$ cat config.mk
export PLATFORM = sky130hd
export DESIGN_NAME = allocation_leak_tracker
export DESIGN_NICKNAME = d
export VERILOG_FILES = /design/src/sv/alt_pkg.sv /design/src/sv/alt_ram.sv /design/src/sv/alt_engine.sv /design/src/sv/allocation_leak_tracker.sv
export SDC_FILE = /design/constraint.sdc
export NUM_CORES = 2
export LEC_CHECK = 0
export BUFFER_PORTS_ARGS = -buffer_cell sky130_fd_sc_hd__buf_2
export CAP_MARGIN = 25
export CORE_MARGIN = 5
export CORE_UTILIZATION = 25
export DETAILED_ROUTE_END_ITERATION = 7
export GPL_TIMING_DRIVEN = 1
export SYNTH_ARGS = -nofsm -noshare
export SYNTH_HDL_FRONTEND = slang
export SYNTH_SLANG_ARGS = --single-unit
$ cat constraint.sdc
create_clock -name clock -period 10.7 [get_ports clock]
set_clock_uncertainty 0.15 [all_clocks]
set_input_delay 1.605 -clock clock [delete_from_list [all_inputs] [get_ports clock]]
set_output_delay 1.605 -clock clock [all_outputs]
set_load 0.05 [all_outputs]
$ cat src/sv/alt_pkg.sv
// Shared types, constants and helper functions for the allocation leak tracker.
`default_nettype none

package alt_pkg;

   // Table geometry and stored address width.
   localparam int TABLE_DEPTH = 32;
   localparam int ADDR_BITS   = 32;

   // Counter width holds 0..TABLE_DEPTH; index width addresses the table.
   localparam int CNT_W = $clog2(TABLE_DEPTH + 1);
   localparam int IDX_W = (TABLE_DEPTH > 1) ? $clog2(TABLE_DEPTH) : 1;

   // Fixed field widths of the transactions.
   localparam int ADDR_W   = 32;
   localparam int FILE_W   = 16;
   localparam int LINE_W   = 24;
   localparam int TOTAL_W  = 6;
   localparam int ENTRY_W  = ADDR_BITS + FILE_W + LINE_W;

   typedef enum logic [1:0] {
      OP_ALLOC  = 2'd0,
      OP_FREE   = 2'd1,
      OP_REPORT = 2'd2,
      OP_NONE   = 2'd3
   } opcode_type;

   typedef enum logic [2:0] {
      ST_OK       = 3'd0,
      ST_NOT_LIVE = 3'd1,
      ST_NO_ALLOC = 3'd2,
      ST_FULL     = 3'd3,
      ST_ENTRY    = 3'd4,
      ST_DONE     = 3'd5
   } status_type;

   // One stored table entry.
   typedef struct packed {
      logic [ADDR_BITS-1:0] addr;
      logic [FILE_W-1:0]    file;
      logic [LINE_W-1:0]    line;
   } entry_type;

   // One result transaction.
   typedef struct packed {
      status_type         status;
      logic [ADDR_W-1:0]  address;
      logic [FILE_W-1:0]  file;
      logic [LINE_W-1:0]  line;
      logic [TOTAL_W-1:0] live_total;
      logic               last;
   } rsp_type;

   // Access to the entry memory from the sequencer.
   typedef struct packed {
      logic               wr_en;
      logic [IDX_W-1:0]   wr_addr;
      entry_type          wr_data;
      logic               rd_en;
      logic [IDX_W-1:0]   rd_addr;
   } ram_req_type;

   // Bring a port address to the stored address width.
   function automatic logic [ADDR_BITS-1:0] mask_addr(input logic [ADDR_W-1:0] a);
      logic [63:0] w;
      w = 64'(a);
      return w[ADDR_BITS-1:0];
   endfunction

   // Bring a stored address to the port width.
   function automatic logic [ADDR_W-1:0] port_addr(input logic [ADDR_BITS-1:0] a);
      logic [63:0] w;
      w = 64'(a);
      return w[ADDR_W-1:0];
   endfunction

endpackage

`default_nettype wire

$ cat src/sv/alt_ram.sv
// Generic single-write, single-read memory with a registered read port.
`default_nettype none

module alt_ram #(
   parameter int WIDTH = 8,
   parameter int DEPTH = 16
) (
   input  wire logic                                   clock,
   input  wire logic                                   wr_en,
   input  wire logic [((DEPTH > 1) ? $clog2(DEPTH) : 1)-1:0] wr_addr,
   input  wire logic [WIDTH-1:0]                       wr_data,
   input  wire logic                                   rd_en,
   input  wire logic [((DEPTH > 1) ? $clog2(DEPTH) : 1)-1:0] rd_addr,
   output logic      [WIDTH-1:0]                       rd_data
);

   logic [WIDTH-1:0] mem_ff [DEPTH];
   logic [WIDTH-1:0] rd_data_ff;

   // Write port and registered read port; read data holds while rd_en is low.
   always_ff @(posedge clock) begin
      if (wr_en) begin
         mem_ff[wr_addr] <= wr_data;
      end
      if (rd_en) begin
         rd_data_ff <= mem_ff[rd_addr];
      end
   end

   assign rd_data = rd_data_ff;

endmodule

`default_nettype wire

$ cat src/sv/alt_engine.sv
// Sequencer that walks the entry table with one shared address comparator.
`default_nettype none

module alt_engine (
   input  wire logic                       clock,
   input  wire logic                       reset,
   input  wire logic                       req_valid,
   output logic                            req_stall,
   input  wire logic [1:0]                 req_opcode,
   input  wire logic [alt_pkg::ADDR_W-1:0] req_address,
   input  wire logic [alt_pkg::FILE_W-1:0] req_site_file,
   input  wire logic [alt_pkg::LINE_W-1:0] req_site_line,
   input  wire logic                       slot_free,
   output logic                            push,
   output alt_pkg::rsp_type                result,
   output alt_pkg::ram_req_type            ram_req,
   input  wire alt_pkg::entry_type         ram_rd_data
);

   typedef enum logic [2:0] {
      S_IDLE,
      S_DECIDE,
      S_SCAN,
      S_SHIFT,
      S_REPORT,
      S_DONE,
      S_FINISH
   } state_type;

   localparam int CW = alt_pkg::CNT_W;
   localparam int IW = alt_pkg::IDX_W;

   state_type                        state_ff, state_in;
   alt_pkg::opcode_type              op_ff, op_in;
   logic [alt_pkg::ADDR_BITS-1:0]    key_ff, key_in;
   logic [alt_pkg::FILE_W-1:0]       file_ff, file_in;
   logic [alt_pkg::LINE_W-1:0]       line_ff, line_in;
   alt_pkg::status_type              status_ff, status_in;
   logic [CW-1:0]                    total_ff, total_in;
   logic                             started_ff, started_in;
   logic [CW-1:0]                    idx_ff, idx_in;

   logic [CW-1:0] idx_next;
   logic [CW-1:0] idx_next2;
   logic [CW-1:0] total_dec;
   logic          idx_last;
   logic          next_last;
   logic          key_hit;

   // Index arithmetic and the shared address comparator.
   assign idx_next  = idx_ff + CW'(1);
   assign idx_next2 = idx_ff + CW'(2);
   assign total_dec = total_ff - CW'(1);
   assign idx_last  = (idx_ff == total_dec);
   assign next_last = (idx_next == total_dec);
   assign key_hit   = (ram_rd_data.addr == key_ff);

   assign req_stall = (state_ff != S_IDLE);

   // Next-state, memory access and result logic.
   always_comb begin
      state_in   = state_ff;
      op_in      = op_ff;
      key_in     = key_ff;
      file_in    = file_ff;
      line_in    = line_ff;
      status_in  = status_ff;
      total_in   = total_ff;
      started_in = started_ff;
      idx_in     = idx_ff;

      push              = 1'b0;
      result            = '0;
      result.status     = status_ff;
      result.live_total = alt_pkg::TOTAL_W'(total_ff);

      ram_req         = '0;
      ram_req.wr_addr = idx_ff[IW-1:0];
      ram_req.rd_addr = idx_next[IW-1:0];

      unique case (state_ff)
         S_IDLE: begin
            if (req_valid) begin
               op_in    = alt_pkg::opcode_type'(req_opcode);
               key_in   = alt_pkg::mask_addr(req_address);
               file_in  = req_site_file;
               line_in  = req_site_line;
               state_in = S_DECIDE;
            end
         end

         S_DECIDE: begin
            unique case (op_ff)
               alt_pkg::OP_ALLOC: begin
                  started_in = 1'b1;
                  state_in   = S_FINISH;
                  if (total_ff == CW'(alt_pkg::TABLE_DEPTH)) begin
                     status_in = alt_pkg::ST_FULL;
                  end else begin
                     ram_req.wr_en        = 1'b1;
                     ram_req.wr_addr      = total_ff[IW-1:0];
                     ram_req.wr_data.addr = key_ff;
                     ram_req.wr_data.file = file_ff;
                     ram_req.wr_data.line = line_ff;
                     total_in             = total_ff + CW'(1);
                     status_in            = alt_pkg::ST_OK;
                  end
               end
               alt_pkg::OP_FREE: begin
                  if (!started_ff) begin
                     status_in = alt_pkg::ST_NO_ALLOC;
                     state_in  = S_FINISH;
                  end else if (total_ff == '0) begin
                     status_in = alt_pkg::ST_NOT_LIVE;
                     state_in  = S_FINISH;
                  end else begin
                     idx_in          = '0;
                     ram_req.rd_en   = 1'b1;
                     ram_req.rd_addr = '0;
                     state_in        = S_SCAN;
                  end
               end
               alt_pkg::OP_REPORT: begin
                  idx_in = '0;
                  if (total_ff == '0) begin
                     state_in = S_DONE;
                  end else begin
                     ram_req.rd_en   = 1'b1;
                     ram_req.rd_addr = '0;
                     state_in        = S_REPORT;
                  end
               end
               alt_pkg::OP_NONE: begin
                  status_in = alt_pkg::ST_OK;
                  state_in  = S_FINISH;
               end
               default: begin
                  state_in = S_IDLE;
               end
            endcase
         end

         // Look for the oldest live entry with a matching address.
         S_SCAN: begin
            if (key_hit) begin
               if (idx_last) begin
                  total_in  = total_dec;
                  status_in = alt_pkg::ST_OK;
                  state_in  = S_FINISH;
               end else begin
                  ram_req.rd_en   = 1'b1;
                  ram_req.rd_addr = idx_next[IW-1:0];
                  state_in        = S_SHIFT;
               end
            end else if (idx_last) begin
               status_in = alt_pkg::ST_NOT_LIVE;
               state_in  = S_FINISH;
            end else begin
               ram_req.rd_en   = 1'b1;
               ram_req.rd_addr = idx_next[IW-1:0];
               idx_in          = idx_next;
            end
         end

         // Close up the gap: the entry read behind the index moves down one slot.
         S_SHIFT: begin
            ram_req.wr_en   = 1'b1;
            ram_req.wr_addr = idx_ff[IW-1:0];
            ram_req.wr_data = ram_rd_data;
            if (next_last) begin
               total_in  = total_dec;
               status_in = alt_pkg::ST_OK;
               state_in  = S_FINISH;
            end else begin
               ram_req.rd_en   = 1'b1;
               ram_req.rd_addr = idx_next2[IW-1:0];
               idx_in          = idx_next;
            end
         end

         // Emit one live entry per free output slot, oldest first.
         S_REPORT: begin
            if (slot_free) begin
               push           = 1'b1;
               result.status  = alt_pkg::ST_ENTRY;
               result.address = alt_pkg::port_addr(ram_rd_data.addr);
               result.file    = ram_rd_data.file;
               result.line    = ram_rd_data.line;
               if (idx_last) begin
                  state_in = S_DONE;
               end else begin
                  ram_req.rd_en   = 1'b1;
                  ram_req.rd_addr = idx_next[IW-1:0];
                  idx_in          = idx_next;
               end
            end
         end

         // Closing count of a report; the table empties afterward.
         S_DONE: begin
            if (slot_free) begin
               push          = 1'b1;
               result.status = alt_pkg::ST_DONE;
               result.last   = 1'b1;
               total_in      = '0;
               started_in    = 1'b0;
               state_in      = S_IDLE;
            end
         end

         S_FINISH: begin
            if (slot_free) begin
               push        = 1'b1;
               result.last = 1'b1;
               state_in    = S_IDLE;
            end
         end

         default: begin
            state_in = S_IDLE;
         end
      endcase
   end

   // State, counters and the latched request.
   always_ff @(posedge clock) begin
      if (reset) begin
         state_ff   <= S_IDLE;
         total_ff   <= '0;
         started_ff <= 1'b0;
      end else begin
         state_ff   <= state_in;
         total_ff   <= total_in;
         started_ff <= started_in;
      end
      op_ff     <= op_in;
      key_ff    <= key_in;
      file_ff   <= file_in;
      line_ff   <= line_in;
      status_ff <= status_in;
      idx_ff    <= idx_in;
   end

endmodule

`default_nettype wire

$ cat src/sv/allocation_leak_tracker.sv
// Top level of the allocation leak tracker: entry memory, sequencer and result register.
`default_nettype none

// Tracks up to TABLE_DEPTH live allocations in insertion order in a one-read,
// one-write entry memory that a sequencer walks with a single address
// comparator; one request is worked on at a time and req_stall stays high
// until its last response has been loaded into the response register. A free
// compares live entries oldest first and, on a match, moves each younger entry
// down one slot to close the gap (compared plus moved never exceeds the live
// count), and a report reads the live entries from the memory port one after
// another, oldest first, and then gives the closing count.
// Responses leave through one output register, so the next response can be
// loaded in the cycle the current one is taken. Memory contents need no
// clearing after reset: only slots below the live count are ever read.
module allocation_leak_tracker (
   input  wire logic                        clock,
   input  wire logic                        reset,
   input  wire logic                        req_valid,
   output logic                             req_stall,
   input  wire logic [1:0]                  req_opcode,
   input  wire logic [alt_pkg::ADDR_W-1:0]  req_address,
   input  wire logic [alt_pkg::FILE_W-1:0]  req_site_file,
   input  wire logic [alt_pkg::LINE_W-1:0]  req_site_line,
   output logic                             rsp_valid,
   input  wire logic                        rsp_stall,
   output logic [2:0]                       rsp_status,
   output logic [alt_pkg::ADDR_W-1:0]       rsp_leaked_address,
   output logic [alt_pkg::FILE_W-1:0]       rsp_leaked_file,
   output logic [alt_pkg::LINE_W-1:0]       rsp_leaked_line,
   output logic [alt_pkg::TOTAL_W-1:0]      rsp_live_total,
   output logic                             rsp_last
);

   alt_pkg::ram_req_type ram_req;
   alt_pkg::entry_type   ram_rd_data;
   logic [alt_pkg::ENTRY_W-1:0] ram_rd_raw;
   alt_pkg::rsp_type     result;
   logic                 push;
   logic                 slot_free;

   logic                 rsp_valid_ff, rsp_valid_in;
   alt_pkg::rsp_type     rsp_data_ff, rsp_data_in;

   // Entry table storage.
   alt_ram #(
      .WIDTH (alt_pkg::ENTRY_W),
      .DEPTH (alt_pkg::TABLE_DEPTH)
   ) u_ram (
      .clock   (clock),
      .wr_en   (ram_req.wr_en),
      .wr_addr (ram_req.wr_addr),
      .wr_data (ram_req.wr_data),
      .rd_en   (ram_req.rd_en),
      .rd_addr (ram_req.rd_addr),
      .rd_data (ram_rd_raw)
   );

   assign ram_rd_data = alt_pkg::entry_type'(ram_rd_raw);

   // Request sequencer.
   alt_engine u_engine (
      .clock         (clock),
      .reset         (reset),
      .req_valid     (req_valid),
      .req_stall     (req_stall),
      .req_opcode    (req_opcode),
      .req_address   (req_address),
      .req_site_file (req_site_file),
      .req_site_line (req_site_line),
      .slot_free     (slot_free),
      .push          (push),
      .result        (result),
      .ram_req       (ram_req),
      .ram_rd_data   (ram_rd_data)
   );

   // The response register can take a new transaction when empty or being drained.
   assign slot_free = !rsp_valid_ff || !rsp_stall;

   always_comb begin
      rsp_valid_in = rsp_valid_ff;
      rsp_data_in  = rsp_data_ff;
      if (push) begin
         rsp_valid_in = 1'b1;
         rsp_data_in  = result;
      end else if (!rsp_stall) begin
         rsp_valid_in = 1'b0;
      end
   end

   always_ff @(posedge clock) begin
      if (reset) begin
         rsp_valid_ff <= 1'b0;
      end else begin
         rsp_valid_ff <= rsp_valid_in;
      end
      rsp_data_ff <= rsp_data_in;
   end

   // Response ports.
   assign rsp_valid          = rsp_valid_ff;
   assign rsp_status         = rsp_data_ff.status;
   assign rsp_leaked_address = rsp_data_ff.address;
   assign rsp_leaked_file    = rsp_data_ff.file;
   assign rsp_leaked_line    = rsp_data_ff.line;
   assign rsp_live_total     = rsp_data_ff.live_total;
   assign rsp_last           = rsp_data_ff.last;

endmodule

`default_nettype wire

==> metrics.csv <==
stage,metric,value,unit
critical_path,cp_data_arrival_time,7050,ps
finish,nets,6660,
power_and_ir_drop,power_frac_clock,0.237,
power_and_ir_drop,seqPwrFrac,0.357,
clocking,clockRootBuffer,clkbuf_16,
clocking,post-cts-setup-buffer-count,0,
timing,fin_setup_tns,0,ps
global_routing,grt.total_usage,0.145,
power_and_ir_drop,p_switching,14.7,mW
timing,drv_slew,0,
synth,synthesis.nets,6478,
timing,rsz0062_at_grt,false,
synth,ys_types,74,
placed_design,io_buffer_count,161,
die,core_area,399000,µm²
synth,synthCells,6390,
finish,multi_input_area,22400,µm²
die,die_w,643,µm
critical_path,cp_num_buf_inv,4,
die,start_util,0.251,
timing,max_slew.worst_pin.slew,1150,ps
critical_path,critPathSlowestCell,buf_4,
timing,fmax,151,MHz
global_routing,antenna_found_initial,15,
timing,post-route-min-period,6610,ps
synth,synth_seq_cells,2551,
clocking,cts_resized,0,
critical_path,end_kind,register,
routing,wl_per_cell,26.3,µm
hold_path,min_path_type,register to register,
routing,wl_met2,151000,µm
synth,ys.flop_type,edfxtp_1,
finish,drive_gt1_frac,0.126,
clocking,cts_tree,done,
synth,syn_area,100000,µm²
synth,synth_edf_count,2540,
power_and_ir_drop,leakagePower,38.0,nW
critical_path,cp_top_family,buffers and inverters,
power_and_ir_drop,p_int,21.1,mW
routing,wirelength,317000,µm
timing,timing.slew.headroom,0.234,
clocking,clock-sinks,2551,
power_and_ir_drop,p_per_area,308,nW/µm²
routing,first_iter_violations,8533,
timing,period_share,0.618,
finish,synthToLayoutAreaGrowth,16.0,%
finish,seq_area,76500,µm²
placed_design,place_inst,11600,
clocking,ctsHoldBuffers,0,
routing,route.detailed.drc,0,
synth,async_flop_share,0,
placed_design,hpwl,174000,µm
placed_design,gp_congestion,0.829,
power_and_ir_drop,p_comb_frac,0.406,
die,die_h,643,µm
clocking,cts_buffer_depth,4,
timing,finalHoldViolations,0,
clocking,clock_latency,890,ps
placed_design,dpl_cell_area,108000,µm²
routing,via_per_inst,5.03,
critical_path,cp_cell_sequence,inv_1 -> ha_1 -> xnor2_1 -> xor2_1 -> or4_4 -> o31ai_2 -> and3_4 -> buf_4 -> buf_4 -> nor2_4 -> buf_4 -> o2111ai_1 -> o211ai_1,
critical_path,critPathMaxStageDelay,850,ps
critical_path,critPathKind,register to register,
clocking,cts_buffers,236,
critical_path,path_max_fanout,77,
finish,num-fill-cells,39300,
routing,antenna_left,0,
power_and_ir_drop,ir_drop,0.333,mV
synth,synth-warning-count,0,
clocking,cts.clk_slew.worst_paths,70,ps
finish,finalNonFillerCells,12000,
die,num_io_pins,162,
global_routing,grt_max_degree,176,
global_routing,grt_pass1_vias,58400,
routing,routed.top_layer,met5,
global_routing,grt_pass1_wl,443000,µm
routing,vias,60600,
critical_path,crit_path_start_kind,register,
timing,holdWs,406,ps
die,rows,232,
outcome,status,completed,
routing,dr_wl_met3,27300,µm
critical_path,cp_data_required_time,11140,ps
routing,first_pass_iters,8,
global_routing,overflow,0,
synth,syn_avg_cell_area,15.7,µm²
die,dieArea,414000,µm²
finish,fin_area,116000,µm²
synth,yosysSeqAreaShare,0.763,
power_and_ir_drop,power.share.switching,0.410,
run,maxCapViolCount,0,
clocking,htreeDepth,4,
critical_path,crit_top_cell,buf_4,
routing,drt-met1-wl,123000,µm
timing,finalSetupViolCount,0,
## cells by family (layout without fill, tap and decap cells)
family                     Yosys count  after routing  synth area share
DFF                               2551           2551             0.763
and+or+nand+nor                   1689           1689            0.0749
buffers and inverters              447            819            0.0199
other                                0             11                 0
adders and majority gates           10             10           0.00125
AOI/OAI and AO/OA                 1121           1121            0.0840
xor gates and xnor gates            56             56           0.00559
muxes                              516            516            0.0515
## registers in the layout, indices dropped and copies added, names as in the netlist, 16 cells and up
signal,flops
rsp_leaked_address,32
u_engine.line_ff,24
u_engine.file_ff,16
rsp_leaked_file,16
u_engine.key_ff,32
rsp_leaked_line,24
u_ram.rd_data,72
u_ram.mem_ff,2304
## cells in the mapped netlist, types with 4 or more instances
library cell,instances,share of area
a22o_1,39,0.0034
inv_1,9,0.00034
xor2_1,39,0.0034
o41ai_1,58,0.0051
a2111oi_0,33,0.0029
nor2_1,102,0.0038
nor3_1,11,0.00055
and2_1,78,0.0049
xnor3_1,4,0.00090
o211ai_1,23,0.0017
nand2b_1,5,0.00031
o22ai_1,64,0.0040
nand3_1,228,0.011
o2111ai_1,67,0.0059
ha_1,10,0.0012
buf_6,9,0.0010
a21boi_0,7,0.00052
nor3_2,4,0.00040
a22oi_1,27,0.0020
buf_2,122,0.0061
a31oi_1,141,0.0088
dfxtp_1,11,0.0022
o21ai_1,5,0.00025
a21o_1,11,0.00082
buf_1,20,0.00075
nor4_1,11,0.00069
o2bb2ai_1,114,0.010
xnor2_1,12,0.0010
buf_4,26,0.0019
nand4_1,25,0.0016
a21oi_1,154,0.0077
a32oi_1,106,0.0093
mux2i_1,514,0.051
edfxtp_1,2540,0.76
clkbuf_1,260,0.0097
a221oi_1,24,0.0021
o32ai_1,22,0.0019
o21ai_0,24,0.0012
a311oi_1,24,0.0021
nand2_1,1026,0.038
and3_1,177,0.011
o211ai_2,15,0.0019
a211oi_1,142,0.011
## metrics by stage
stage                     setup WS [ps]  power (mW)  utilization
after floorplan                    4170        21.8            -
after global routing               3900        37.1        0.291
final                              4090        35.8        0.291
after CTS                          4220        35.6        0.290
after global placement             4420        27.0        0.270
after detailed placement           4280        27.2        0.270
## layout by cell type (no fill, tap or decap), types with 60 or more instances in the layout
cell       count
a31oi_1      138
mux2i_1      514
o22ai_1       64
o2111ai_1     67
buf_2        161
edfxtp_1    2540
o2bb2ai_1    114
and3_1       173
nand3_1      228
and2_1        75
a21oi_1      137
nand2_1     1021
clkinv_2      60
a211oi_1     142
nor2_1        60
a32oi_1      105
buf_4        169
clkbuf_16    240
## worst register-to-register path: cells and delay by family (launching register included)
kind | cells | cell delay, ps
buffers and inverters | 4 | 2270
AND/OR/NAND/NOR | 3 | 1580
AO/OA/AOI/OAI | 3 | 870
flip-flops | 1 | 660
XOR/XNOR | 2 | 520
adder cells (fa/ha/maj) | 1 | 280
## per-layer routing
metal  vias to the layer above  track usage
met3                       637       0.0203
li1                      25400            -
met1                     31000        0.189
met4                         6       0.0663
met5                         -            0
met2                      3470        0.241
## final timing paths
check	start	slack (ps)	cells after the start	end
worst max-delay path	u_engine.total_ff[1]$_SDFFE_PP0P_	4090	13	u_ram.rd_data[20]$_DFFE_PP_
worst min register to register	u_engine.status_ff[0]$_DFFE_PP_	410	2	rsp_status[0]$_DFFE_PP_
worst min-delay path	u_engine.status_ff[0]$_DFFE_PP_	410	2	rsp_status[0]$_DFFE_PP_
worst max register to register	u_engine.total_ff[1]$_SDFFE_PP0P_	4090	13	u_ram.rd_data[20]$_DFFE_PP_
## power groups by stage
| stage | Clock [mW] | Sequential, mW | Combinational, mW |
|---|---|---|---|
| global route | 8.99 | 12.8 | 15.3 |
| global placement | 0 | 13.0 | 14.1 |
| CTS | 8.60 | 12.8 | 14.3 |
| finish | 8.49 | 12.8 | 14.5 |
| detailed placement | 0 | 13.0 | 14.2 |
| floorplan | 0 | 12.8 | 8.98 |
## cell type report
| class | count | share of cell area |
|---|---|---|
| Sequential cell | 2551 | 0.658 |
| Multi-Input combinational cell | 3392 | 0.192 |
| Tap cell | 5265 | 0.0567 |
| Clock buffer | 273 | 0.0523 |
| Timing Repair Buffer | 381 | 0.0268 |
| Clock inverter | 155 | 0.0136 |
| Inverter | 10 | 0.000323 |
| Antenna cell | 11 | 0.000237 |
Power figures use the tool's default switching activity.
